$ cat src/uvs_pkg.sv
// Shared types, constants and the coordinate rounding function of the UV sphere vertex generator.
package uvs_pkg;

    localparam int COORD_FRAC_BITS = 14;
    localparam int COORD_SHIFT     = 60 - COORD_FRAC_BITS;

    localparam int LAT_ENTRIES = 33;
    localparam int LON_ENTRIES = 65;
    localparam int LAT_AW      = 6;
    localparam int LON_AW      = 7;
    localparam int MAG_W       = 31;
    localparam int CFG_DATA_W  = 7;
    localparam int QUEUE_DEPTH = 2;
    localparam int QUEUE_AW    = 1;

    localparam logic [16:0] TEX_ONE = 17'd65536;

    localparam logic CFG_SLICE_COUNT = 1'b0;
    localparam logic CFG_RING_COUNT  = 1'b1;

    typedef struct packed {
        logic [4:0] ring_index;
        logic [5:0] slice_index;
    } uvs_in_t;

    typedef struct packed {
        logic [12:0]        vertex_number;
        logic signed [15:0] pos_x;
        logic signed [15:0] pos_y;
        logic signed [15:0] pos_z;
        logic [16:0]        tex_u;
        logic [16:0]        tex_v;
        logic               tri_valid;
        logic [12:0]        tri_first;
        logic [12:0]        tri_second;
        logic [12:0]        tri_third;
        logic               out_of_range;
        logic               last_corner;
    } uvs_out_t;

    typedef struct packed {
        logic             neg;
        logic [MAG_W-1:0] mag;
    } smag_t;

    typedef struct packed {
        smag_t       sn;
        smag_t       cs;
        logic [16:0] tex;
    } tbl_entry_t;

    typedef struct packed {
        logic              we;
        logic              is_lon;
        logic [LON_AW-1:0] addr;
        tbl_entry_t        data;
    } tbl_wr_t;

    typedef struct packed {
        logic [6:0] slices;
        logic [5:0] rings;
    } counts_t;

    typedef struct packed {
        logic [4:0]  ring_index;
        logic [5:0]  slice_index;
        logic [12:0] base;
        logic        oor;
    } quad_t;

    function automatic logic [15:0] coord_round(input logic [61:0] mag60, input logic neg);
        logic [61:0] r;
        r = (mag60 + (62'd1 << (COORD_SHIFT - 1))) >> COORD_SHIFT;
        coord_round = neg ? 16'(~r[15:0] + 16'd1) : r[15:0];
    endfunction

endpackage

$ cat src/uvs_front.sv
// Front end: configuration registers, quad acceptance and classification.
module uvs_front (
    input  logic                            aclk,
    input  logic                            aresetn,
    input  logic                            cfg_wr_en,
    input  logic                            cfg_index,
    input  logic [uvs_pkg::CFG_DATA_W-1:0]  cfg_wdata,
    input  logic                            s_valid,
    output logic                            s_ready,
    input  uvs_pkg::uvs_in_t                s_data,
    input  logic                            tbl_ready,
    input  logic                            q_ready,
    output logic                            q_push,
    output uvs_pkg::quad_t                  q_data,
    output uvs_pkg::counts_t                counts,
    output logic                            cfg_written
);
    import uvs_pkg::*;

    logic [6:0]  slice_count_reg;
    logic [5:0]  ring_count_reg;
    logic [11:0] lin;

    always_ff @(posedge aclk) begin
        if (!aresetn) begin
            slice_count_reg <= 7'd32;
            ring_count_reg  <= 6'd16;
        end else if (cfg_wr_en) begin
            unique case (cfg_index)
                CFG_SLICE_COUNT: slice_count_reg <= cfg_wdata;
                CFG_RING_COUNT:  ring_count_reg  <= cfg_wdata[5:0];
                default: ;
            endcase
        end
    end

    assign counts.slices = (slice_count_reg == 7'd0) ? 7'd1 : slice_count_reg;
    assign counts.rings  = (ring_count_reg == 6'd0) ? 6'd1 : ring_count_reg;
    assign cfg_written   = cfg_wr_en;

    assign lin = 12'(s_data.ring_index) * 12'(counts.slices) + 12'(s_data.slice_index);

    assign q_data.ring_index  = s_data.ring_index;
    assign q_data.slice_index = s_data.slice_index;
    assign q_data.base        = {lin[10:0], 2'b00};
    assign q_data.oor         = ({1'b0, s_data.ring_index} >= ring_count_reg)
                              || ({1'b0, s_data.slice_index} >= slice_count_reg);

    assign s_ready = tbl_ready && q_ready;
    assign q_push  = s_valid && s_ready;

endmodule

$ cat config.mk
export PLATFORM = sky130hd
export DESIGN_NAME = uvs_front
export DESIGN_NICKNAME = d
export VERILOG_FILES = /design/src/uvs_pkg.sv /design/src/uvs_front.sv
export SDC_FILE = /design/constraint.sdc
export NUM_CORES = 1
export LEC_CHECK = 0
export BUFFER_PORTS_ARGS = -buffer_cell sky130_fd_sc_hd__buf_4
export CAP_MARGIN = 25
export CORE_MARGIN = 2
export CORE_UTILIZATION = 48
export CTS_BUF_LIST = sky130_fd_sc_hd__clkbuf_8 sky130_fd_sc_hd__clkbuf_16
export DETAILED_ROUTE_END_ITERATION = 12
export MAX_ROUTING_LAYER = met4
export PLACE_DENSITY_LB_ADDON = 0.2
export SYNTH_ARGS = -nofsm -noshare
export SYNTH_HDL_FRONTEND = slang
export SYNTH_SLANG_ARGS = --single-unit
$ cat constraint.sdc
create_clock -name aclk -period 4.3 [get_ports aclk]
set_input_delay 0.645 -clock aclk [delete_from_list [all_inputs] [get_ports aclk]]
set_output_delay 0.645 -clock aclk [all_outputs]
set_load 0.01 [all_outputs]
======== Word level (Yosys, flattened, before mapping) ========
Cells that the tools add are included.
cells by class
  $mul .................................... 1
  bitwise operators ....................... 1
  multiplexer cells ....................... 2
  add/sub/neg operators ................... 1
  eq/ne operators ......................... 0
  shift-type cells ........................ 0
  div/mod/pow operators ................... 0
  magnitude comparators ................... 2
  reduce and logical (&&, ||, !) cells .... 7
operator list
  operator                                        count
  11-bit by 6-bit adder with 11-bit output        1
  5-bit by 7-bit multiplier with 11-bit output    1
  6-bit by 7-bit >= comparator with 1-bit output  1
  7-bit zero test                                 1
  7-bit 2-to-1 mux                                1
  5-bit by 6-bit >= comparator with 1-bit output  1
  6-bit zero test                                 1
  6-bit 2-to-1 mux                                1
  2-bit AND reduction                             2
  1-bit logical AND                               2
  1-bit logical OR                                1
  1-bit NOT                                       1
storage, ports and cells
  memory bits (read-only) ................. 0
  register bits after elaboration ......... 13
  bits in latches ......................... 0
  bits in writable memories ............... 0
  memories kept ........................... 0
  logic and storage cells ................. 16

======== Depth between registers and ports, before layout ========
  depth after elaboration ................. 4
  mapped depth ............................ 15
  gate-level depth less buffers ........... 14

======== Least setup slack after synthesis ========
Ideal clock, no wire load.
  path type ............................... register to output
  start point ............................. reg slice_count_reg[1]
  end point ............................... out q_data[11] (netlist bit)
  slack ................................... -209 ps
  cell stages (with the launch flop) ...... 14
  arrival time ............................ 3864 ps
  data required time ...................... 3655 ps
  path through ............................ dfxtp_1 > clkbuf_1 > nor4_1 > a31o_2 > nand2_1 > fa_1 > fa_1 > fa_1 > inv_1 > ha_1 > nor2b_4 > o31a_1 > or4_1 > nand3_1
RTL lines
  element                   RTL line         source
  start: declaration        uvs_front.sv:20  logic [6:0] slice_count_reg;
  start signal: assignment  uvs_front.sv:30  CFG_SLICE_COUNT: slice_count_reg <= cfg_wdata;
  end: declaration          uvs_front.sv:14  output uvs_pkg::quad_t q_data,

==> impl_metrics.json <==
{
  "dp_cells": 390,
  "yosys.area.top_type": "fa_1",
  "yosysMostFrequentCell": "inv_1",
  "violations": "negative setup slack",
  "root_buffer": "clkbuf_8",
  "setup_violations": 5,
  "status": "finished with violations",
  "die_area_sq_um": 5080,
  "setup.worst_path.start": "slice_count_reg[6]",
  "seq_area_frac_synth_pct": 12.0,
  "leakagePower_nw": 1.55,
  "ys.flop_type": "dfxtp_1",
  "cpPeakStageDelay_ps": 540,
  "synth.top_cells.by_area": "fa_1, ha_1, dfxtp_1",
  "rows": 24,
  "period_share_pct": 106,
  "clk_pin_slew_ps": 60,
  "timing.fmax_mhz": 219,
  "fin_ws_ps": -265,
  "syn_avg_cell_area_sq_um": 7.85,
  "route.detailed.drc": 0,
  "area_delta_synth_final_pct": 40.5,
  "netlist_area_sq_um": 2170,
  "initial_core_util_pct": 49.9,
  "slowest_stage": "fa_1",
  "crit_fanout": 2,
  "p_total_mw": 0.670,
  "drive_gt1_share_pct": 39.0,
  "vias": 2011,
  "io_pins": 66,
  "start_kind": "flip-flop",
  "fin_nets": 426,
  "cts_sinks": 13,
  "rr_endpoint": "slice_count_reg[2]",
  "rr_startpoint": "slice_count_reg[2]",
  "drt_iter0_drc": 37,
  "yosysWarnings": 0,
  "cp_common_cell": "fa_1",
  "whs_ps": 489,
  "cts_tree": "yes",
  "finalMaxSlewViolations": 0,
  "hold_class": "reg2reg",
  "instances_no_fill": 401,
  "drtPass1Iterations": 4,
  "grt_overflow": 0,
  "critical_path_class": "reg2out",
  "r2r_cells": 3,
  "ctsHtreeMaxLevel": 1,
  "required_ps": 3650,
  "synth_top_area_share_pct": 18.4,
  "antenna_found_initial": 0,
  "worst_ep_arrival_time_ps": 3920,
  "wirelength_um": 5090,
  "final_hold_viol_count": 0,
  "synth_edf_count": 0,
  "grt_max_degree": 14,
  "postSynthCellCount": 277,
  "ys_ff_latch": 13,
  "finClkSkew_ps": 0,
  "critPathCaptureType": "output port",
  "tightest_slew_ps": 575,
  "worstSkewPairLatency_ps": 240,
  "gp_congestion": 0.857,
  "die_w_um": 71.3,
  "viasPerCell": 5.01,
  "postSynth.asyncResetShare_pct": 0,
  "grt_pass1_vias": 1948,
  "yosys.cell_types.count": 39,
  "drv_cap": 0,
  "grt.total_usage_pct": 21.7,
  "fin_util_pct": 70.1,
  "max-slew-margin-rel_pct": 61.6,
  "core-area_sq_um": 4350,
  "grt_pass1_wl_um": 8740,
  "routedWlPerCell_um": 12.7,
  "hold_buffers": 0,
  "worst-r2r-setup-slack_ps": 3450,
  "antenna_cells": 0,
  "synth_common_cells": "inv_1, nand2_1, ha_1",
  "largest_reg_flops": 7,
  "post-route-min-period_ps": 4570,
  "ir_drop_uv": 146,
  "ant_nets": 0,
  "numCtsBuffers": 3,
  "cp-endpoint": "q_data[11]",
  "numPortBuffers": 63,
  "p_per_area_nw_per_um2": 219,
  "hpwl_um": 4170,
  "rsz0062_at_grt": "yes",
  "clock_path_buffers": 2,
  "cp_cell_sequence": "nor4_4, a31o_2, nand2_2, fa_1, fa_1, fa_1, inv_2, ha_4, nor2b_4, o31a_1, or4_4, nand3_2, buf_6",
  "die_h_um": 71.3
}
-- metal layers --
metal,up-vias,track usage [%],wire [um]
li1,1002,-,-
met1,947,29.0,2240
met2,57,36.1,2590
met3,5,2.39,236
met4,0,3.56,27
met5,-,-,0
-- cells in the final DEF (no fill, tap or decap), types with 6 or more instances in the layout --
cell,n
nand3_1,7
dfxtp_1,11
nor2_1,9
a21boi_1,11
ha_1,24
xnor2_1,7
fa_1,20
buf_4,89
nand2_1,32
and2_1,16
inv_1,45
and2_4,6
buf_6,10
-- metrics by stage --
stage          TNS [ps]  instance area [sq um]  setup WS (ps)
2_1_floorplan     -32.0                   2210          -32.0
3_3_place_gp       -731                   2780           -241
3_5_place_dp       -817                   2780           -277
4_1_cts            -516                   2940           -267
5_1_grt           -1470                   3050           -390
6_report           -626                   3050           -265
-- worst max-delay path, delay by kind of cell, from the launching register on --
| kind | cells | cell delay (ps) |
|---|---|---|
| adders and majority gates | 4 | 1680 |
| and+or+nand+nor | 5 | 1060 |
| AOI/OAI and AO/OA | 2 | 460 |
| DFF | 1 | 330 |
| buffers and inverters | 2 | 150 |
-- what timing repair did --
item                                    4_1_cts  5_1_grt
endpoints found under the setup margin        4        5
pin swaps                                    19       19
resized for setup                            21       17
buffers inserted                              3        4
-- area by class of cell --
cell class	instances	area [sq um]
Sequential cell	13	263
Timing Repair Buffer	99	781
Multi-Input combinational cell	185	1720
Tap cell	52	65.1
Inverter	48	180
Fill cell	373	1300
Clock inverter	1	3.75
Clock buffer	3	41.3
-- worst min path at each step --
| stage | startpoint | cells past startpoint | to |
|---|---|---|---|
| 2_1_floorplan | ring_count_reg[2] | 2 | ring_count_reg[2] |
| 3_3_place_gp | ring_count_reg[2] | 2 | ring_count_reg[2] |
| 3_5_place_dp | ring_count_reg[0] | 2 | ring_count_reg[0] |
| 4_1_cts | slice_count_reg[1] | 2 | slice_count_reg[1] |
| 5_1_grt | slice_count_reg[0] | 2 | slice_count_reg[0] |
| 6_report | slice_count_reg[1] | 2 | slice_count_reg[1] |
-- where the power goes --
part,leakage [nW],switching (mW),internal (mW),total (mW)
clock network,0.0269,0.0427,0.0630,0.106
registers,0.107,0.00591,0.127,0.133
logic,1.41,0.201,0.231,0.432
-- cell families after synthesis --
| kind of cell | synth area share [%] |
|---|---|
| AND/OR/NAND/NOR | 20.7 |
| buffers and inverters | 16.3 |
| adder cells (fa/ha/maj) | 36.3 |
| AO/OA/AOI/OAI | 11.7 |
| flip-flops | 12.0 |
| XOR/XNOR | 2.82 |
| other | 0.173 |
(Power assumes the default switching activity.)
