**src/uvs_pkg.sv**
```systemverilog
// Shared types, constants and the coordinate rounding function of the UV sphere vertex generator.
package uvs_pkg;

    localparam int COORD_FRAC_BITS = 14;
    localparam int COORD_SHIFT     = 60 - COORD_FRAC_BITS;

    localparam int LAT_ENTRIES = 33;
    localparam int LON_ENTRIES = 65;
    localparam int LAT_AW      = 6;
    localparam int LON_AW      = 7;
    localparam int MAG_W       = 31;
    localparam int CFG_DATA_W  = 7;
    localparam int QUEUE_DEPTH = 2;
    localparam int QUEUE_AW    = 1;

    localparam logic [16:0] TEX_ONE = 17'd65536;

    localparam logic CFG_SLICE_COUNT = 1'b0;
    localparam logic CFG_RING_COUNT  = 1'b1;

    typedef struct packed {
        logic [4:0] ring_index;
        logic [5:0] slice_index;
    } uvs_in_t;

    typedef struct packed {
        logic [12:0]        vertex_number;
        logic signed [15:0] pos_x;
        logic signed [15:0] pos_y;
        logic signed [15:0] pos_z;
        logic [16:0]        tex_u;
        logic [16:0]        tex_v;
        logic               tri_valid;
        logic [12:0]        tri_first;
        logic [12:0]        tri_second;
        logic [12:0]        tri_third;
        logic               out_of_range;
        logic               last_corner;
    } uvs_out_t;

    typedef struct packed {
        logic             neg;
        logic [MAG_W-1:0] mag;
    } smag_t;

    typedef struct packed {
        smag_t       sn;
        smag_t       cs;
        logic [16:0] tex;
    } tbl_entry_t;

    typedef struct packed {
        logic              we;
        logic              is_lon;
        logic [LON_AW-1:0] addr;
        tbl_entry_t        data;
    } tbl_wr_t;

    typedef struct packed {
        logic [6:0] slices;
        logic [5:0] rings;
    } counts_t;

    typedef struct packed {
        logic [4:0]  ring_index;
        logic [5:0]  slice_index;
        logic [12:0] base;
        logic        oor;
    } quad_t;

    function automatic logic [15:0] coord_round(input logic [61:0] mag60, input logic neg);
        logic [61:0] r;
        r = (mag60 + (62'd1 << (COORD_SHIFT - 1))) >> COORD_SHIFT;
        coord_round = neg ? 16'(~r[15:0] + 16'd1) : r[15:0];
    endfunction

endpackage

```
**src/uvs_queue.sv**
```systemverilog
// Short queue of classified quads between the front and back ends.
module uvs_queue (
    input  logic            aclk,
    input  logic            aresetn,
    input  logic            push,
    input  uvs_pkg::quad_t  push_data,
    output logic            push_ready,
    input  logic            pop,
    output logic            pop_valid,
    output uvs_pkg::quad_t  pop_data
);
    import uvs_pkg::*;

    quad_t                 slot_q [QUEUE_DEPTH];
    logic [QUEUE_AW-1:0]   wr_ptr_reg;
    logic [QUEUE_AW-1:0]   rd_ptr_reg;
    logic [QUEUE_AW:0]     count_reg;

    assign push_ready = count_reg != (QUEUE_AW+1)'(QUEUE_DEPTH);
    assign pop_valid  = count_reg != '0;
    assign pop_data   = slot_q[rd_ptr_reg];

    always_ff @(posedge aclk) begin
        if (push) begin
            slot_q[wr_ptr_reg] <= push_data;
        end
    end

    always_ff @(posedge aclk) begin
        if (!aresetn) begin
            wr_ptr_reg <= '0;
            rd_ptr_reg <= '0;
            count_reg  <= '0;
        end else begin
            if (push) begin
                wr_ptr_reg <= wr_ptr_reg + 1'b1;
            end
            if (pop) begin
                rd_ptr_reg <= rd_ptr_reg + 1'b1;
            end
            if (push && !pop) begin
                count_reg <= count_reg + 1'b1;
            end else if (pop && !push) begin
                count_reg <= count_reg - 1'b1;
            end
        end
    end

endmodule

```
**config.mk**
```make
export PLATFORM = sky130hd
export DESIGN_NAME = uvs_queue
export DESIGN_NICKNAME = d
export VERILOG_FILES = /design/src/uvs_pkg.sv /design/src/uvs_queue.sv
export SDC_FILE = /design/constraint.sdc
export NUM_CORES = 1
export LEC_CHECK = 0
export BUFFER_PORTS_ARGS = -buffer_cell sky130_fd_sc_hd__buf_4
export CORE_AREA = 2 2 64 66
export DETAILED_ROUTE_END_ITERATION = 6
export DIE_AREA = 0 0 66 68
export PLACE_DENSITY = 0.9
export SYNTH_ARGS = -nofsm -noshare
export SYNTH_HDL_FRONTEND = slang
export SYNTH_SLANG_ARGS = --single-unit
```
**constraint.sdc**
```tcl
create_clock -name aclk -period 3.6 [get_ports aclk]
set_clock_uncertainty 0.15 [all_clocks]
set_input_delay 0.36 -clock aclk [delete_from_list [all_inputs] [get_ports aclk]]
set_output_delay 0.36 -clock aclk [all_outputs]
set_load 0.05 [all_outputs]
```
# == Yosys cells after proc, flatten, opt, wreduce, memory -nomap -nowiden ==
# Memory sizes are Yosys's and may differ from the RTL's. A register that Yosys moved wholly into a read port is not among the register bits.
# Cells that the tools add are included.
# totals
inputBits,29
word_cells,21
ramBits,50
out_inout_bits,27
ff_bits,4
mem_count,1
# classes
add_sub_neg,4
n_eq_ne,1
reduce_logical,6
n_mux,6
# memory_table
memory,depth,word_bits,rd,rd_ports_with_merged_regs,wr,line,source
slot_q,2,25,1,1,1,uvs_queue.sv:14,quad_t slot_q [QUEUE_DEPTH];
# op_table
operator,n
1-bit two-way mux,4
2-bit two-way mux,2
2-bit nonzero test,2
1-bit adder (second input constant),2
2-bit by 1-bit adder with 2-bit output (second input constant),1
1-bit logical AND,2
1-bit logical NOT,2
2-bit != test (second input constant),1
2-bit by 1-bit subtractor with 2-bit output (second input constant),1

# == Longest topological paths before layout ==
# Gate-level depths: netlist (run 1).
# depth
depth_word,4
ltp_mapped,5
ltp_nobuf,5

# == Worst setup path before layout (run 1) ==
# OpenSTA, ideal clock, no wires.
# synth_path
kind,input to register
start,input push
end,memory slot_q[0][0] (netlist bit) (enable)
path_stages,1
path_slack_ps,1499
setup_ps,411
arrival_time_ps,1540
n_path_buf,0
required_ps,3039
path_cell_list,nor2b_1
# synth_via
elab_chain_cells,2
# synth_rtl
element,line,source
from (decl),uvs_queue.sv:5,"input logic push,"
1-bit two-way mux,uvs_queue.sv:24,if (push) begin
1-bit two-way mux (not written as such),uvs_queue.sv:25,slot_q[wr_ptr_reg] <= push_data;
to (decl),uvs_queue.sv:14,
# Every way passes these cells.

==> impl_metrics.ini, run 1 <==
[die]
core_area_um2 = 3860
start_util = 0.526
die_h_um = 68
rows = 23
die_w_um = 66
io_pins = 56
die-area_um2 = 4490

[critical_path]
worstPathRequired_ps = 3090
cp_slowest_cell = dfxtp_1
worst_setup_path_start_kind = flop
arrival_ps = 1940
critPathMaxFanout = 25
slowest_delay_ps = 1040
cp_cell_sequence = mux2_1, buf_4
endpoint_kind = output port
critPathKind = reg2out

[routing]
dr.pass1.iters = 4
wire_per_inst_um = 14.6
drcViolationCount = 0
drt_iter0_drc = 42
final_antenna_net_count = 0
num_vias = 1026
wirelength_um = 3080
vias_per_cell = 4.86

[sta]
finalHoldViolCount = 0
relSlewSlack = 0.256
timing.fmax_mhz = 408
layout_worst_path_cycle_share = 0.680
layout_min_cycle_time_ps = 2450
maxSlewViolCount = 0
setup_tns_ps = 0
worst_pin_slew_ps = 1120
finalSetupViolCount = 0
rsz0062_at_grt = no

[clocking]
clk_latency_ps = 290
post_cts_resized = 0
clk_pin_slew_ps = 80
cts_buffer_depth = 2
cts_made_buffers = 5
cts_setup_buffers = 0
hold_buffers = 0
cts_tree = yes
cts_sinks = 55
htreeDepth = 2
root_buffer = clkbuf_8

[cells_and_area]
fin_area_um2 = 2570
drive_gt1_frac = 0.391
fillers = 286
area_delta_synth_final_pct = 26.6
num_antenna_cells = 0
layout.nets = 190
largest_reg_flops = 50

[place]
globalplace.congestion = 0.637
io_buffers = 55
dp_hpwl_um = 2150
placed_cell_area_um2 = 2490

[synth]
synth.net_count = 130
yosysTopAreaCell = edfxtp_1
yosysUniqueCellTypes = 17
ys_seq_elements = 55
synthTopCellsByArea = edfxtp_1 (74%), mux2_1 (14%), dfxtp_1 (4.9%)
avgSynthCellArea_um2 = 20.3
ys_seq_area_frac = 0.789
syn_area_um2 = 2030
postSynthCellCount = 100
yosysTopAreaCellShare = 0.740
yosysWarningCount = 0

[flow_run]
cap_violations = 0

[grt]
overflow = 0
grt_first_pass_wirelength_um = 4940
grt.total_usage = 0.154
grt_pass1_vias = 1114
antenna_found_initial = 0
grt_max_degree = 27

[pwr]
ir_drop_mv = 0.360
leakage_nw = 0.977
p_per_area_nw_per_um2 = 514

[hold_path]
hold_path_class = in2reg

[outcome]
status = complete, no violations
==> placed cells by master, fill, tap and decap left out <==
master	instances
or3_1	1
o21ai_0	1
xnor2_1	1
dfxtp_1	5
inv_1	1
edfxtp_1	50
a21boi_1	1
mux2_1	25
xor2_1	2
clkbuf_1	2
clkbuf_8	5
nor2b_2	1
and2_1	4
nor2b_1	1
o21a_1	1
nand2b_1	1
or2_1	1
ha_1	1
buf_4	56
clkinv_2	1
==> power breakdown <==
| group | internal [W] | switching, W | leakage, nW |
|---|---|---|---|
| Clock | 0.000137 | 0.000170 | 0.0422 |
| Combinational | 0.0000930 | 0.000165 | 0.424 |
| Sequential | 0.000735 | 0.0000210 | 0.511 |
| Total | 0.000965 | 0.000356 | 0.977 |
==> final cells by class <==
class | count | area, µm² | area share
clock inverter | 1 | 5.00 | 0.00195
timing repair buffer | 56 | 420 | 0.164
inverter | 1 | 3.75 | 0.00146
clock buffer | 7 | 76.3 | 0.0297
tap | 50 | 62.6 | 0.0244
multi-input combinational | 41 | 399 | 0.155
sequential | 55 | 1600 | 0.623
==> cell usage after synthesis, drive strengths merged <==
cell / n
a21boi: 1
and2: 4
buf: 3
dfxtp: 5
edfxtp: 50
ha: 1
inv: 1
mux2: 25
nand2b: 1
nor2b: 2
o21a: 1
o21ai: 1
or2: 1
or3: 1
xnor2: 1
xor2: 2
==> through the flow <==
| stage | setup slack [ps] | util | total power, W | hold WS [ps] | std cells |
|---|---|---|---|---|---|
| 3_3_place_gp | 1430 | 0.645 | 0.00102 | 327 | 203 |
| 2_1_floorplan | 1500 | - | 0.000943 | 309 | 100 |
| 5_1_grt | 998 | 0.666 | 0.00138 | 81.3 | 211 |
| 6_report | 1150 | 0.666 | 0.00132 | 98.8 | 211 |
| 4_1_cts | 1090 | 0.666 | 0.00133 | 90.0 | 211 |
| 3_5_place_dp | 1420 | 0.645 | 0.00103 | 341 | 203 |
==> final timing paths <==
check | from | slack (ps) | to | cells past startpoint
min reg2reg | count_reg[1] | 350 | count_reg[1] | 2
max | flop | 1150 | pop_data[0] | 2
min | push_data[15] | 100 | slot_q[0][15] | 1
max reg2reg | wr_ptr_reg | 1800 | slot_q[1][2] | 1
==> worst max-delay path, delay by kind of cell (launching register included) <==
family / cells / cell delay, ps
muxes: 1 / 410
DFF: 1 / 1040
buffers and inverters: 1 / 200
==> cell families (layout without fill, tap and decap cells) <==
kind of cell,after synthesis,in the layout,share of synthesized area
XOR/XNOR,3,3,0.0129
multiplexers,25,25,0.139
buffers and inverters,4,65,0.0154
flip-flops,55,55,0.789
AND/OR/NAND/NOR,9,9,0.0277
adder cells (fa/ha/maj),1,1,0.00616
AO/OA/AOI/OAI,3,3,0.00986
==> layer usage <==
metal | global-route usage | routed length (µm) | part of all wire
met1 | 0.158 | 1180 | 0.38
met2 | 0.302 | 1720 | 0.56
met3 | 0.0296 | 131 | 0.043
met4 | 0.0689 | 45 | 0.015
met5 | 0 | 0 | 0
Note: power is estimated with default switching activity, not from simulation.
==> run 2, diff against run 1 <==
ABC_AREA = 1   (was unset)
CORE_AREA = 2 2 72 74   (was 2 2 64 66)
DIE_AREA = 0 0 74 76   (was 0 0 66 68)
PLACE_DENSITY = 0.79   (was 0.9)
clock period = 2 ns   (was 3.6 ns; I/O delays follow)
==> run 2 against run 1 <==
- synthesized cell count rose by 13%
- largest power group unchanged
- highest routed layer unchanged
- first-iteration DRC count rose by 130%
- clock-buffer cell count fell by 1
==> impl_metrics.ini, run 2 <==
[place]
io_buffers = 55
globalplace.congestion = 0.730
dp_hpwl_um = 2340

[hold_path]
hold_path_class = in2reg

[cells_and_area]
num_antenna_cells = 0
layout.nets = 232
area_delta_synth_final_pct = 39.4
layout_common_cells = buf_4 (57), edfxtp_1 (50), dlygate4sd3_1 (27)
drive_gt1_frac = 0.448
final_common_cell = buf_4
largest_reg_flops = 50

[synth]
synth_flop_cell = edfxtp_1
synth_top_family_by_area = multiplexers
yosysTopAreaCellShare = 0.703
ys_seq_area_frac = 0.749
postSynthCellCount = 113
async_flop_share = 0
syn_area_um2 = 2140
yosysTopAreaCell = edfxtp_1
synthAdderAreaFrac = 0.00585
ys_seq_elements = 55
synthMuxAreaShare = 0.167
synthXorXnorAreaFrac = 0
yosysWarningCount = 0
synth.most_common_cell = edfxtp_1
yosysUniqueCellTypes = 14
synth_edf_count = 50
avgSynthCellArea_um2 = 18.9
ys_top_cells_by_count = edfxtp_1 (50), mux2_4 (20), nand2_1 (10)
synth.net_count = 143
synthTopCellsByArea = edfxtp_1 (70%), mux2_4 (14%), dfxtp_1 (4.7%)
yosys.area_share.simple = 0.0351
synth_compound_area_frac = 0.00468

[critical_path]
endpoint_kind = output port
arrival_ps = 1440
cp_slowest_cell = dfxtp_1
crit_end = pop_data[4]
worstPathRequired_ps = 1650
slowest_delay_ps = 360
worst_setup_path_start_kind = flop
cp_cell_sequence = buf_12, mux2_2, buf_4
critPathMaxFanout = 25
worstReg2RegStart = wr_ptr_reg
critPathKind = reg2out
rrSetupSlack_ps = 670
reg2reg_depth = 4
r2r-end = wr_ptr_reg

[clocking]
post_cts_resized = 0
cts_buffer_depth = 2
clk_latency_ps = 300
cts_made_buffers = 5
cts_tree = yes
root_buffer = clkbuf_8
htreeDepth = 2
cts_setup_buffers = 0
clk_pin_slew_ps = 90
cts_sinks = 55

[sta]
relSlewSlack = 0.770
layout_worst_path_cycle_share = 0.893
timing.fmax_mhz = 560
finalSetupViolCount = 0
setup_tns_ps = 0
finalHoldViolCount = 0
worst_pin_slew_ps = 345
layout_min_cycle_time_ps = 1790
rsz0062_at_grt = no
maxSlewViolCount = 0

[grt]
grtUsageMet2 = 0.232
overflow = 0
grt_first_pass_wirelength_um = 5560
grt.total_usage = 0.135
antenna_found_initial = 0
grt_max_degree = 26
top_usage_layer = met2
grtUsageMet3 = 0.0198
grt_pass1_vias = 1184
grt_use_met1 = 0.156

[die]
die-area_um2 = 5620
start_util = 0.435
core_area_um2 = 4910
die_w_um = 74
io_pins = 56
die_h_um = 76
rows = 26

[routing]
wire_per_inst_um = 13.3
final_antenna_net_count = 0
dr.pass1.iters = 4
drcViolationCount = 0
num_vias = 1185
drt_iter0_drc = 98
wirelength_um = 3630
vias_per_cell = 4.34

[pwr]
ir_drop_mv = 0.363
total_power_w = 0.00244
leakage_nw = 1.21
p_per_area_nw_per_um2 = 819

[outcome]
status = complete, no violations

[flow_run]
cap_violations = 0
-- run 2: cell types whose count changed after synthesis, sizes merged, moves of 2 or more --
cell | previous run | this run
nor2b | 2 | 0
xor2 | 2 | 0
and2 | 4 | 0
nand2 | 0 | 10
inv | 1 | 8
nor2 | 0 | 7
-- run 2: where the power goes --
part / leakage [nW] / internal [W] / switching [W]
sequential: 0.511 / 0.00132 / 0.0000193
clock: 0.0412 / 0.000245 / 0.000329
combinational: 0.661 / 0.000220 / 0.000302
-- run 2: kinds of logic after synthesis --
kind of cell | after synthesis
AOI/OAI and AO/OA | 2
adders and majority gates | 1
DFF | 55
buffers and inverters | 11
and+or+nand+nor | 19
muxes | 25
-- run 2: layout make-up --
class,instances,area [µm²]
Clock inverter,2,12.5
Inverter,8,30.0
Tap cell,70,87.6
Multi-Input combinational cell,47,457
Fill cell,366,1930
Timing Repair Buffer,85,718
Clock buffer,6,72.6
Sequential cell,55,1600
-- run 2: through the flow --
stage	hold slack, ps	cells	cell area, µm²	util	worst slack, ps
global placement	236	238	2620	0.534	548
CTS	2.34	273	2980	0.606	186
global route	16.3	273	2980	0.606	166
floorplan	149	113	2140	-	54.3
finish	9.47	273	2980	0.606	213
detailed placement	238	238	2620	0.534	529
-- run 2: routing by layer --
layer	part of all wire	up-vias
li1	-	589
met1	0.41	553
met2	0.53	37
met3	0.036	6
met4	0.029	0
met5	0	-
-- run 2: worst min path at each step --
stage / from / endpoint / cells after the start / slack (ps)
2_1_floorplan: push_data[0] / slot_q[0][0] / 0 / 150
3_3_place_gp: push_data[11] / slot_q[0][11] / 1 / 240
3_5_place_dp: push_data[22] / slot_q[0][22] / 1 / 240
4_1_cts: pop / flop / 3 / 2
5_1_grt: pop / rd_ptr_reg / 3 / 20
6_report: pop / flop / 3 / 9
-- run 2: worst max-delay path: cells and delay by family (launching register included) --
family,cells,cell delay [ps]
buffers and inverters,2,410
DFF,1,360
muxes,1,360
-- run 2: repair_timing --
action,in CTS,in global routing
hold buffers,27,0
setup endpoints to repair,0,0
hold endpoints to repair,52,0
