## config.mk

```make
export PLATFORM = sky130hd
export DESIGN_NAME = uvs_table_build
export DESIGN_NICKNAME = d
export VERILOG_FILES = /design/src/uvs_pkg.sv /design/src/uvs_table_build.sv
export SDC_FILE = /design/constraint.sdc
export NUM_CORES = 2
export LEC_CHECK = 0
export BUFFER_PORTS_ARGS = -buffer_cell sky130_fd_sc_hd__buf_4
export CORE_MARGIN = 2
export CORE_UTILIZATION = 40
export CTS_CLUSTER_DIAMETER = 40
export CTS_CLUSTER_SIZE = 30
export DETAILED_ROUTE_END_ITERATION = 10
export GPL_TIMING_DRIVEN = 1
export PLACE_DENSITY_LB_ADDON = 0.12
export SLEW_MARGIN = 20
export SYNTH_ARGS = -nofsm -noshare
export SYNTH_HDL_FRONTEND = slang
export SYNTH_SLANG_ARGS = --single-unit
```

## constraint.sdc

```tcl
create_clock -name aclk -period 23.3 [get_ports aclk]
set_clock_uncertainty 0.1 [all_clocks]
set_input_delay 3.495 -clock aclk [delete_from_list [all_inputs] [get_ports aclk]]
set_output_delay 3.495 -clock aclk [all_outputs]
set_load 0.02 [all_outputs]
```

## src/uvs_pkg.sv

```systemverilog
// Shared types, constants and the coordinate rounding function of the UV sphere vertex generator.
package uvs_pkg;

    localparam int COORD_FRAC_BITS = 14;
    localparam int COORD_SHIFT     = 60 - COORD_FRAC_BITS;

    localparam int LAT_ENTRIES = 33;
    localparam int LON_ENTRIES = 65;
    localparam int LAT_AW      = 6;
    localparam int LON_AW      = 7;
    localparam int MAG_W       = 31;
    localparam int CFG_DATA_W  = 7;
    localparam int QUEUE_DEPTH = 2;
    localparam int QUEUE_AW    = 1;

    localparam logic [16:0] TEX_ONE = 17'd65536;

    localparam logic CFG_SLICE_COUNT = 1'b0;
    localparam logic CFG_RING_COUNT  = 1'b1;

    typedef struct packed {
        logic [4:0] ring_index;
        logic [5:0] slice_index;
    } uvs_in_t;

    typedef struct packed {
        logic [12:0]        vertex_number;
        logic signed [15:0] pos_x;
        logic signed [15:0] pos_y;
        logic signed [15:0] pos_z;
        logic [16:0]        tex_u;
        logic [16:0]        tex_v;
        logic               tri_valid;
        logic [12:0]        tri_first;
        logic [12:0]        tri_second;
        logic [12:0]        tri_third;
        logic               out_of_range;
        logic               last_corner;
    } uvs_out_t;

    typedef struct packed {
        logic             neg;
        logic [MAG_W-1:0] mag;
    } smag_t;

    typedef struct packed {
        smag_t       sn;
        smag_t       cs;
        logic [16:0] tex;
    } tbl_entry_t;

    typedef struct packed {
        logic              we;
        logic              is_lon;
        logic [LON_AW-1:0] addr;
        tbl_entry_t        data;
    } tbl_wr_t;

    typedef struct packed {
        logic [6:0] slices;
        logic [5:0] rings;
    } counts_t;

    typedef struct packed {
        logic [4:0]  ring_index;
        logic [5:0]  slice_index;
        logic [12:0] base;
        logic        oor;
    } quad_t;

    function automatic logic [15:0] coord_round(input logic [61:0] mag60, input logic neg);
        logic [61:0] r;
        r = (mag60 + (62'd1 << (COORD_SHIFT - 1))) >> COORD_SHIFT;
        coord_round = neg ? 16'(~r[15:0] + 16'd1) : r[15:0];
    endfunction

endpackage

```

## src/uvs_table_build.sv

```systemverilog
// Table builder: sequential phase, sine/cosine series and texture evaluation per grid line.
module uvs_table_build (
    input  logic              aclk,
    input  logic              aresetn,
    input  uvs_pkg::counts_t  counts,
    input  logic              cfg_written,
    output logic              tbl_ready,
    output uvs_pkg::tbl_wr_t  tbl_wr
);
    import uvs_pkg::*;

    localparam logic [30:0] Q30_ONE    = 31'h4000_0000;
    localparam logic [30:0] HALF_PI    = 31'd1686629713;
    localparam logic [6:0]  LAT_LAST   = 7'(LAT_ENTRIES - 1);
    localparam logic [6:0]  LON_LAST   = 7'(LON_ENTRIES - 1);
    localparam logic [5:0]  DIV_STEPS  = 6'd40;

    typedef enum logic [13:0] {
        S_IDLE  = 14'b00000000000001,
        S_NEXT  = 14'b00000000000010,
        S_DIV   = 14'b00000000000100,
        S_FOLD  = 14'b00000000001000,
        S_MX    = 14'b00000000010000,
        S_MX2   = 14'b00000000100000,
        S_X2    = 14'b00000001000000,
        S_TMUL  = 14'b00000010000000,
        S_TLD   = 14'b00000100000000,
        S_TQ    = 14'b00001000000000,
        S_TSTEP = 14'b00010000000000,
        S_SMUL  = 14'b00100000000000,
        S_SGET  = 14'b01000000000000,
        S_WRITE = 14'b10000000000000
    } state_t;

    state_t      state_reg, ret_reg;
    logic        pending_reg;
    logic        is_lon_reg;
    logic [6:0]  idx_reg;
    logic [2:0]  k_reg;
    logic        cos_reg;
    logic [1:0]  quad_reg;
    logic        swap_reg;
    logic [29:0] r_reg;
    logic [29:0] x_reg;
    logic [29:0] x2_reg;
    logic [30:0] t_reg;
    logic [30:0] s_reg;
    logic [29:0] a_reg;
    logic [29:0] q_reg;
    smag_t       sn_reg, cs_reg;
    logic [61:0] prod_reg;
    logic [30:0] mul_a, mul_b;

    logic [39:0] dvd_reg;
    logic [7:0]  rem_reg;
    logic [7:0]  dsr_reg;
    logic [5:0]  dcnt_reg;
    logic        div_load;
    logic [39:0] div_dvd_in;
    logic [7:0]  div_dsr_in;
    logic [8:0]  trial;
    logic        trial_ge;
    logic        div_done;

    logic [7:0]  step_d;
    logic [30:0] step_m;
    logic [30:0] rem_est;
    logic [29:0] quo;

    logic [7:0]  n_trig, n_tex;
    logic [39:0] phase_dvd, tex_dvd;
    logic [29:0] r_raw;
    logic [30:0] bs, bc;
    logic [23:0] tex_quo;
    logic [16:0] tex_val;
    logic        fin_step;

    assign n_trig    = is_lon_reg ? {1'b0, counts.slices} : {1'b0, counts.rings, 1'b0};
    assign n_tex     = is_lon_reg ? {1'b0, counts.slices} : {2'b00, counts.rings};
    assign phase_dvd = {1'b0, idx_reg, 32'd0} + 40'(n_trig >> 1);
    assign tex_dvd   = 40'({idx_reg, 16'd0}) + 40'(n_tex >> 1);

    assign trial    = {rem_reg, dvd_reg[39]};
    assign trial_ge = trial >= {1'b0, dsr_reg};
    assign div_done = dcnt_reg == 6'd0;

    assign r_raw = dvd_reg[29:0];
    assign bs    = swap_reg ? t_reg : s_reg;
    assign bc    = swap_reg ? s_reg : t_reg;

    always_comb begin
        unique case ({cos_reg, k_reg})
            4'b0_000: begin step_d = 8'd156; step_m = 31'd13765920;   end
            4'b0_001: begin step_d = 8'd110; step_m = 31'd19522578;   end
            4'b0_010: begin step_d = 8'd72;  step_m = 31'd29826161;   end
            4'b0_011: begin step_d = 8'd42;  step_m = 31'd51130563;   end
            4'b0_100: begin step_d = 8'd20;  step_m = 31'd107374182;  end
            4'b0_101: begin step_d = 8'd6;   step_m = 31'd357913941;  end
            4'b1_000: begin step_d = 8'd182; step_m = 31'd11799360;   end
            4'b1_001: begin step_d = 8'd132; step_m = 31'd16268815;   end
            4'b1_010: begin step_d = 8'd90;  step_m = 31'd23860929;   end
            4'b1_011: begin step_d = 8'd56;  step_m = 31'd38347922;   end
            4'b1_100: begin step_d = 8'd30;  step_m = 31'd71582788;   end
            4'b1_101: begin step_d = 8'd12;  step_m = 31'd178956970;  end
            4'b1_110: begin step_d = 8'd2;   step_m = 31'd1073741824; end
            default:  begin step_d = '0;     step_m = '0;             end
        endcase
    end

    assign rem_est = {1'b0, a_reg} - prod_reg[30:0];
    assign quo     = q_reg + {29'd0, (rem_est >= {23'd0, step_d})};

    assign tex_quo = dvd_reg[23:0];
    always_comb begin
        if (is_lon_reg) begin
            tex_val = (tex_quo > 24'd65536) ? TEX_ONE : tex_quo[16:0];
        end else begin
            tex_val = (tex_quo >= 24'd65536) ? 17'd0 : 17'(TEX_ONE - tex_quo[16:0]);
        end
    end

    assign fin_step = cos_reg ? (k_reg == 3'd6) : (k_reg == 3'd5);

    always_comb begin
        mul_a      = '0;
        mul_b      = '0;
        div_load   = 1'b0;
        div_dvd_in = phase_dvd;
        div_dsr_in = n_trig;
        unique case (state_reg)
            S_NEXT: begin
                div_load = 1'b1;
            end
            S_MX: begin
                mul_a = {1'b0, r_reg};
                mul_b = HALF_PI;
            end
            S_MX2: begin
                mul_a = {1'b0, prod_reg[59:30]};
                mul_b = {1'b0, prod_reg[59:30]};
            end
            S_TMUL: begin
                mul_a = {1'b0, x2_reg};
                mul_b = t_reg;
            end
            S_TLD: begin
                mul_a = {1'b0, prod_reg[59:30]};
                mul_b = step_m;
            end
            S_TQ: begin
                mul_a = {1'b0, prod_reg[60:31]};
                mul_b = {23'd0, step_d};
            end
            S_SMUL: begin
                mul_a = {1'b0, x_reg};
                mul_b = t_reg;
            end
            S_TSTEP: begin
                if (cos_reg && fin_step) begin
                    div_load   = 1'b1;
                    div_dvd_in = tex_dvd;
                    div_dsr_in = n_tex;
                end
            end
            default: ;
        endcase
    end

    always_ff @(posedge aclk) begin
        prod_reg <= mul_a * mul_b;
        if (div_load) begin
            dvd_reg <= div_dvd_in;
            rem_reg <= '0;
            dsr_reg <= div_dsr_in;
        end else if (!div_done) begin
            dvd_reg <= {dvd_reg[38:0], trial_ge};
            rem_reg <= trial_ge ? 8'(trial - {1'b0, dsr_reg}) : trial[7:0];
        end
    end

    always_ff @(posedge aclk) begin
        if (!aresetn) begin
            state_reg   <= S_IDLE;
            ret_reg     <= S_IDLE;
            pending_reg <= 1'b1;
            dcnt_reg    <= '0;
            is_lon_reg  <= 1'b0;
            idx_reg     <= '0;
            k_reg       <= '0;
            cos_reg     <= 1'b0;
        end else begin
            if (div_load) begin
                dcnt_reg <= DIV_STEPS;
            end else if (!div_done) begin
                dcnt_reg <= dcnt_reg - 6'd1;
            end
            if (cfg_written) begin
                state_reg   <= S_IDLE;
                pending_reg <= 1'b1;
            end else begin
                unique case (state_reg)
                    S_IDLE: begin
                        if (pending_reg) begin
                            pending_reg <= 1'b0;
                            is_lon_reg  <= 1'b0;
                            idx_reg     <= '0;
                            state_reg   <= S_NEXT;
                        end
                    end
                    S_NEXT: begin
                        ret_reg   <= S_FOLD;
                        state_reg <= S_DIV;
                    end
                    S_DIV: begin
                        if (div_done) begin
                            state_reg <= ret_reg;
                        end
                    end
                    S_FOLD: begin
                        quad_reg <= dvd_reg[31:30];
                        if (r_raw > 30'h2000_0000) begin
                            r_reg    <= 30'(31'h4000_0000 - {1'b0, r_raw});
                            swap_reg <= 1'b1;
                        end else begin
                            r_reg    <= r_raw;
                            swap_reg <= 1'b0;
                        end
                        state_reg <= S_MX;
                    end
                    S_MX: begin
                        state_reg <= S_MX2;
                    end
                    S_MX2: begin
                        x_reg     <= prod_reg[59:30];
                        state_reg <= S_X2;
                    end
                    S_X2: begin
                        x2_reg    <= prod_reg[59:30];
                        t_reg     <= Q30_ONE;
                        k_reg     <= '0;
                        cos_reg   <= 1'b0;
                        state_reg <= S_TMUL;
                    end
                    S_TMUL: begin
                        state_reg <= S_TLD;
                    end
                    S_TLD: begin
                        a_reg     <= prod_reg[59:30];
                        state_reg <= S_TQ;
                    end
                    S_TQ: begin
                        q_reg     <= prod_reg[60:31];
                        state_reg <= S_TSTEP;
                    end
                    S_TSTEP: begin
                        t_reg <= Q30_ONE - {1'b0, quo};
                        if (fin_step && !cos_reg) begin
                            state_reg <= S_SMUL;
                        end else if (fin_step) begin
                            ret_reg   <= S_WRITE;
                            state_reg <= S_DIV;
                        end else begin
                            k_reg     <= k_reg + 3'd1;
                            state_reg <= S_TMUL;
                        end
                    end
                    S_SMUL: begin
                        state_reg <= S_SGET;
                    end
                    S_SGET: begin
                        s_reg     <= prod_reg[60:30];
                        t_reg     <= Q30_ONE;
                        k_reg     <= '0;
                        cos_reg   <= 1'b1;
                        state_reg <= S_TMUL;
                    end
                    S_WRITE: begin
                        if (!is_lon_reg && idx_reg == LAT_LAST) begin
                            is_lon_reg <= 1'b1;
                            idx_reg    <= '0;
                            state_reg  <= S_NEXT;
                        end else if (is_lon_reg && idx_reg == LON_LAST) begin
                            state_reg <= S_IDLE;
                        end else begin
                            idx_reg   <= idx_reg + 7'd1;
                            state_reg <= S_NEXT;
                        end
                    end
                    default: state_reg <= S_IDLE;
                endcase
            end
        end
    end

    always_comb begin
        unique case (quad_reg)
            2'd0: begin
                sn_reg = '{neg: 1'b0, mag: bs};
                cs_reg = '{neg: 1'b0, mag: bc};
            end
            2'd1: begin
                sn_reg = '{neg: 1'b0, mag: bc};
                cs_reg = '{neg: 1'b1, mag: bs};
            end
            2'd2: begin
                sn_reg = '{neg: 1'b1, mag: bs};
                cs_reg = '{neg: 1'b1, mag: bc};
            end
            default: begin
                sn_reg = '{neg: 1'b1, mag: bc};
                cs_reg = '{neg: 1'b0, mag: bs};
            end
        endcase
    end

    assign tbl_ready       = (state_reg == S_IDLE) && !pending_reg;
    assign tbl_wr.we       = (state_reg == S_WRITE) && !cfg_written;
    assign tbl_wr.is_lon   = is_lon_reg;
    assign tbl_wr.addr     = idx_reg;
    assign tbl_wr.data.sn  = sn_reg;
    assign tbl_wr.data.cs  = cs_reg;
    assign tbl_wr.data.tex = tex_val;

endmodule

```

# Word level (Yosys, flattened, before mapping)

Memory sizes are Yosys's and may differ from the RTL's.
Cells that the tools add are included.

Flip-flop bits (word level): 379
Bits in read-only memories: 592
Word-level logic and storage cells: 151
Output and inout bits: 91
Input port bits: 16
Memories kept: 1

Bitwise operators: 2
Eq/ne operators: 28
Reduce and logical (&&, ||, !) cells: 34
Order comparisons: 5
Muxes and demuxes: 47
Add/subtract/negate cells: 11
Multiply operators: 1

Memories:

| name            | depth | bits a word | read ports | clocked after memory_dff | write ports | line                  | text |
|---|---|---|---|---|---|---|---|
| (no name shown) | 16    | 37          | 1          | 0                        | 0           | uvs_table_build.sv:92 | `unique case ({cos_reg, k_reg})` |

Operators by type and width:

| operator                                                                 | count |
|---|---|
| 32-bit case mux with 3 select lines                                      | 2 |
| 14-bit case mux with 13 select lines                                     | 1 |
| 40-bit two-way mux                                                       | 4 |
| 31-bit case mux with 5 select lines                                      | 1 |
| 30-bit case mux with 5 select lines                                      | 1 |
| 31-bit two-way mux                                                       | 2 |
| 31-bit case mux with 2 select lines                                      | 1 |
| 30-bit by 31-bit multiplier with 61-bit output                           | 1 |
| 14-bit two-way mux                                                       | 4 |
| 17-bit two-way mux                                                       | 3 |
| 7-bit two-way mux                                                        | 7 |
| 39-bit by 6-bit adder with 40-bit output                                 | 1 |
| 31-bit by 8-bit >= comparator with 1-bit output                          | 1 |
| 30-bit by 31-bit subtractor with 31-bit output                           | 1 |
| 31-bit by 30-bit subtractor with 31-bit output (first input constant)    | 1 |
| 30-bit by 1-bit adder with 30-bit output                                 | 1 |
| 30-bit > comparator (second input constant)                              | 1 |
| 30-bit two-way mux                                                       | 1 |
| 1-bit by 30-bit subtractor with 30-bit output (first input constant)     | 1 |
| 14-bit case mux with 2 select lines                                      | 1 |
| 23-bit by 6-bit adder with 24-bit output                                 | 1 |
| 24-bit by 17-bit >= comparator with 1-bit output (second input constant) | 1 |
| 24-bit by 17-bit > comparator with 1-bit output (second input constant)  | 1 |
| 3-bit AND reduction                                                      | 7 |
| 45 further kinds                                                         | 82 |

# Longest topological paths before layout

Depth after elaboration: 6
Depth in mapped cells: 41
Mapped depth without buffers: 36

# Least setup slack after synthesis

OpenSTA, ideal clock, no wires.

Path type: reg2reg
Start point: reg state_reg[12]
End point: reg prod_reg[54]
Library setup time: 0.072 ns
Slack: 14.114 ns
Required time: 23.128 ns
Stages on the path, launching flop included: 39
Path buffers: 5
Arrival: 9.014 ns
Clock period less this slack: 9.186 ns
Cells stage by stage: dfxtp_1 clkbuf_1 nor4_1 and2_1 and4b_1 clkbuf_1 inv_1 nand2_1 buf_2 a221o_1 a21oi_1 clkbuf_1 nor2_1 fa_1 fa_1 fa_1 inv_1 fa_1 [... 3 more ...] fa_1 inv_1 fa_1 inv_1 fa_1 inv_1 ha_1 clkbuf_1 nand4_1 a211oi_1 o32ai_1 a31oi_1 a31oi_1 o21ai_0 a31o_2 a21oi_1 o21ai_0 xor2_1

Word-level cells in the longest chain between the ends: 4
Elaborated cells between the ends (all ways): 11
Classes of those cells: mul (1); eq/ne (6); mux (2); reduce/logical (2)

RTL lines:

| item                                                                                              | line                   | text |
|---|---|---|
| start, declared                                                                                   | uvs_table_build.sv:35  | `state_t state_reg, ret_reg;` |
| start signal, assigned                                                                            | uvs_table_build.sv:216 | `state_reg <= ret_reg;` |
| 14-bit by 9-bit equality test with 1-bit output (tied with other cells)                           | uvs_table_build.sv:130 | `unique case (state_reg)` |
| 2-bit OR reduction (no source line)                                                               | n/a                    |  |
| 30-bit case mux with 5 select lines / 31-bit case mux with 5 select lines (equally long branches) | uvs_table_build.sv:130 |  |
| 30-bit by 31-bit multiplier with 61-bit output *                                                  | uvs_table_build.sv:170 | `prod_reg <= mul_a * mul_b;` |
| end signal, assigned                                                                              | uvs_table_build.sv:170 |  |
| end, declared                                                                                     | uvs_table_build.sv:51  | `logic [61:0] prod_reg;` |

Every way passes the cells marked *; elsewhere a longest branch is shown, timed or not.
A chain may end at the register's enable or synchronous reset.

# Worst setup path in the final report

Start point: reg state_reg[0]
End point: reg prod_reg[60]

Same word-level chain as after synthesis.

==> impl_metrics.toml <==
[synth]
synth_enable_flop_cells = 262
ys_async_sr_fraction_pct = 0
synthTopCellsByArea = "fa_1 (33%), edfxtp_1 (16%), ha_1 (8.1%)"
synth_seq_area_share_pct = 20.5
yosysUniqueCellTypes = 98
synth_nets = 6427
synth_area_sq_um = 48700
ys.flop_type = "edfxtp_1"
syn_inst = 5287
synth_top_area_share_pct = 33.3
synth.most_common_cell = "inv_1"
synth.top_cells.by_count = "inv_1 (969), fa_1 (810), nand2_1 (665)"
avgSynthCellArea_sq_um = 9.21
yosys.area.top_type = "fa_1"
ys_ff_latch = 367
yosys_warnings = 0

[placed_design]
dp_hpwl_um = 130000
place.port_buffers = 106
place_congestion = 0.916

[routing]
drt_iter0_markers = 3376
wl_per_cell_um = 24.4
drtPass1Iterations = 6
drt_wl_total_um = 170000
routed-via-count = 37917
route.detailed.drc = 0
vias_per_cell = 5.46
drtAntennaViolNets = 0

[clock_network]
path_clk_slew_ns = 0.06
cts_sinks = 367
clkLatencyLatePin_ns = 0.61
cts_setup_buffers = 0
h-tree-depth = 2
hold_buffers = 0
cts_made_buffers = 45
cts_buffer_depth = 3
cts-resized-gates = 0
cts_root_buf = "clkbuf_16"
cts_tree = "yes"

[power_and_ir_drop]
p_leak_nw = 23.8
power_switching_share_pct = 28.5
p_per_area_nw_per_um2 = 35.4
ir_drop_mv = 0.0741
clkPwrFrac_pct = 41.4
p_sw_w = 0.000535
p_seq_share_pct = 45.4
p_int_w = 0.00134
p_comb_share_pct = 13.3

[floorplanning]
io_pins = 107
start_util_pct = 40.2
placementRows = 128
die_h_um = 353
dieArea_sq_um = 125000
die_x_um = 353
coreArea_sq_um = 121000

[setup_path]
crit_buf_inv = 8
crit_path_max_fanout = 57
path_delay_family = "adder cells"
crit_path_end_kind = "flip-flop"
required_ns = 23.74
crit_slowest_cell = "a221o_1"
max_stage_delay_ns = 0.92
critPathLaunchType = "flip-flop"
critical_path_arrival_ns = 12.14
crit_top_cell = "fa_1"
critPathKind = "flip-flop to flip-flop"

[timing]
period_needed_ns = 11.69
rsz0062_at_grt = "no"
whs_ns = 0.361
drv_slew = 0
post-route-period-util_pct = 50.2
max_clock_freq_mhz = 85.5
finalSetupTns_ns = 0
setup_viol = 0
hold_viol_final = 0
tightest_slew_ns = 1.04
max-slew-margin-rel_pct = 30.6

[global_routing]
grt_pass1_wl_um = 255000
grt_max_degree = 63
grt_pass1_vias = 38769
grt_overflow = 0
antenna_found_initial = 12
grt_use_total_pct = 27.4

[layout]
largest_register_ffs = 61
area_delta_synth_final_pct = 9.02
drive_gt1_share_pct = 7.40
nets = 6425
final_core_util_pct = 43.8

[outcome]
status = "finished clean"

[min_path]
hold_class = "flip-flop to flip-flop"

[flow_run]
maxCapViolations = 0
-- power groups by stage --
stage / clock, W / sequential (W) / combinational, W
finish: 0.000777 / 0.000852 / 0.000249
floorplan: 0 / 0.000840 / 0.000203
global route: 0.000816 / 0.000861 / 0.000284
global placement: 0 / 0.000866 / 0.000249
detailed placement: 0 / 0.000866 / 0.000254
CTS: 0.000791 / 0.000853 / 0.000254
-- routing by layer --
| metal | track usage (%) | part of all wire [%] | vias to the layer above |
|---|---|---|---|
| li1 | - | - | 16803 |
| met1 | 37.9 | 43 | 19432 |
| met2 | 44.5 | 46 | 1397 |
| met3 | 3.80 | 7.0 | 283 |
| met4 | 8.78 | 3.7 | 2 |
| met5 | 0 | 0.0077 | - |
-- through the flow --
| stage | worst slack (ns) | cell area (sq um) | instances | power, W |
|---|---|---|---|---|
| final | 11.61 | 53100 | 6947 | 0.00188 |
| after global routing | 10.92 | 53100 | 6946 | 0.00196 |
| after CTS | 11.74 | 53100 | 6945 | 0.00190 |
| after detailed placement | 11.79 | 51400 | 6862 | 0.00112 |
| after global placement | 11.89 | 51400 | 6861 | 0.00111 |
| after floorplan | 14.11 | 48700 | 5287 | 0.00104 |
-- cell type report --
| cell class | count | area [sq um] |
|---|---|---|
| fill | 12091 | 68200 |
| multi-input combinational | 3684 | 34100 |
| sequential | 367 | 9970 |
| inverter | 971 | 3640 |
| tap | 1625 | 2030 |
| timing repair buffer | 216 | 1630 |
| clock buffer | 48 | 1170 |
| clock inverter | 35 | 489 |
| antenna | 1 | 2.50 |
-- cell families after synthesis --
kind of cell	Yosys count	share of synthesized area, %
buf+inv	1236	9.85
mux	23	0.491
simple gates	1679	14.9
xor+xnor	167	3.00
fa+ha+maj	1124	41.4
compound gates	691	9.92
flops	367	20.5
-- cells in the final DEF (no fill, tap or decap), types with 11 or more instances in the layout --
cell	netlist	final
a211oi_1	20	20
a21boi_0	12	12
a21o_1	39	39
a21oi_1	155	148
a221o_1	28	28
a221oi_2	13	19
a222oi_1	11	11
a22o_1	75	75
a22oi_1	49	49
a31oi_1	18	18
and2_1	50	48
and3_1	34	33
buf_4	12	214
clkbuf_16	0	46
dfxtp_1	105	105
edfxtp_1	262	262
fa_1	810	810
ha_1	314	314
inv_1	969	969
mux2i_1	16	16
nand2_1	665	664
nand2b_1	15	15
nand3_1	78	77
nand4_1	33	33
nor2_1	653	648
nor2b_1	16	16
nor3_1	31	30
nor4_1	15	12
o211ai_1	15	15
o21a_1	12	12
o21ai_0	138	138
o21bai_1	18	18
o31ai_1	14	14
or3_1	16	16
xnor2_1	110	110
xor2_1	57	57
-- final timing paths --
check                                  start      endpoint  slack, ns  cells after the start
worst max register to register  state_reg[0]  prod_reg[60]      11.61                     35
worst min-delay path             dvd_reg[30]   quad_reg[0]       0.36                      0
worst max-delay path            state_reg[0]  prod_reg[60]      11.61                     35
worst min register to register   dvd_reg[30]   quad_reg[0]       0.36                      0
No activity file was read; power rests on OpenSTA's default activity.
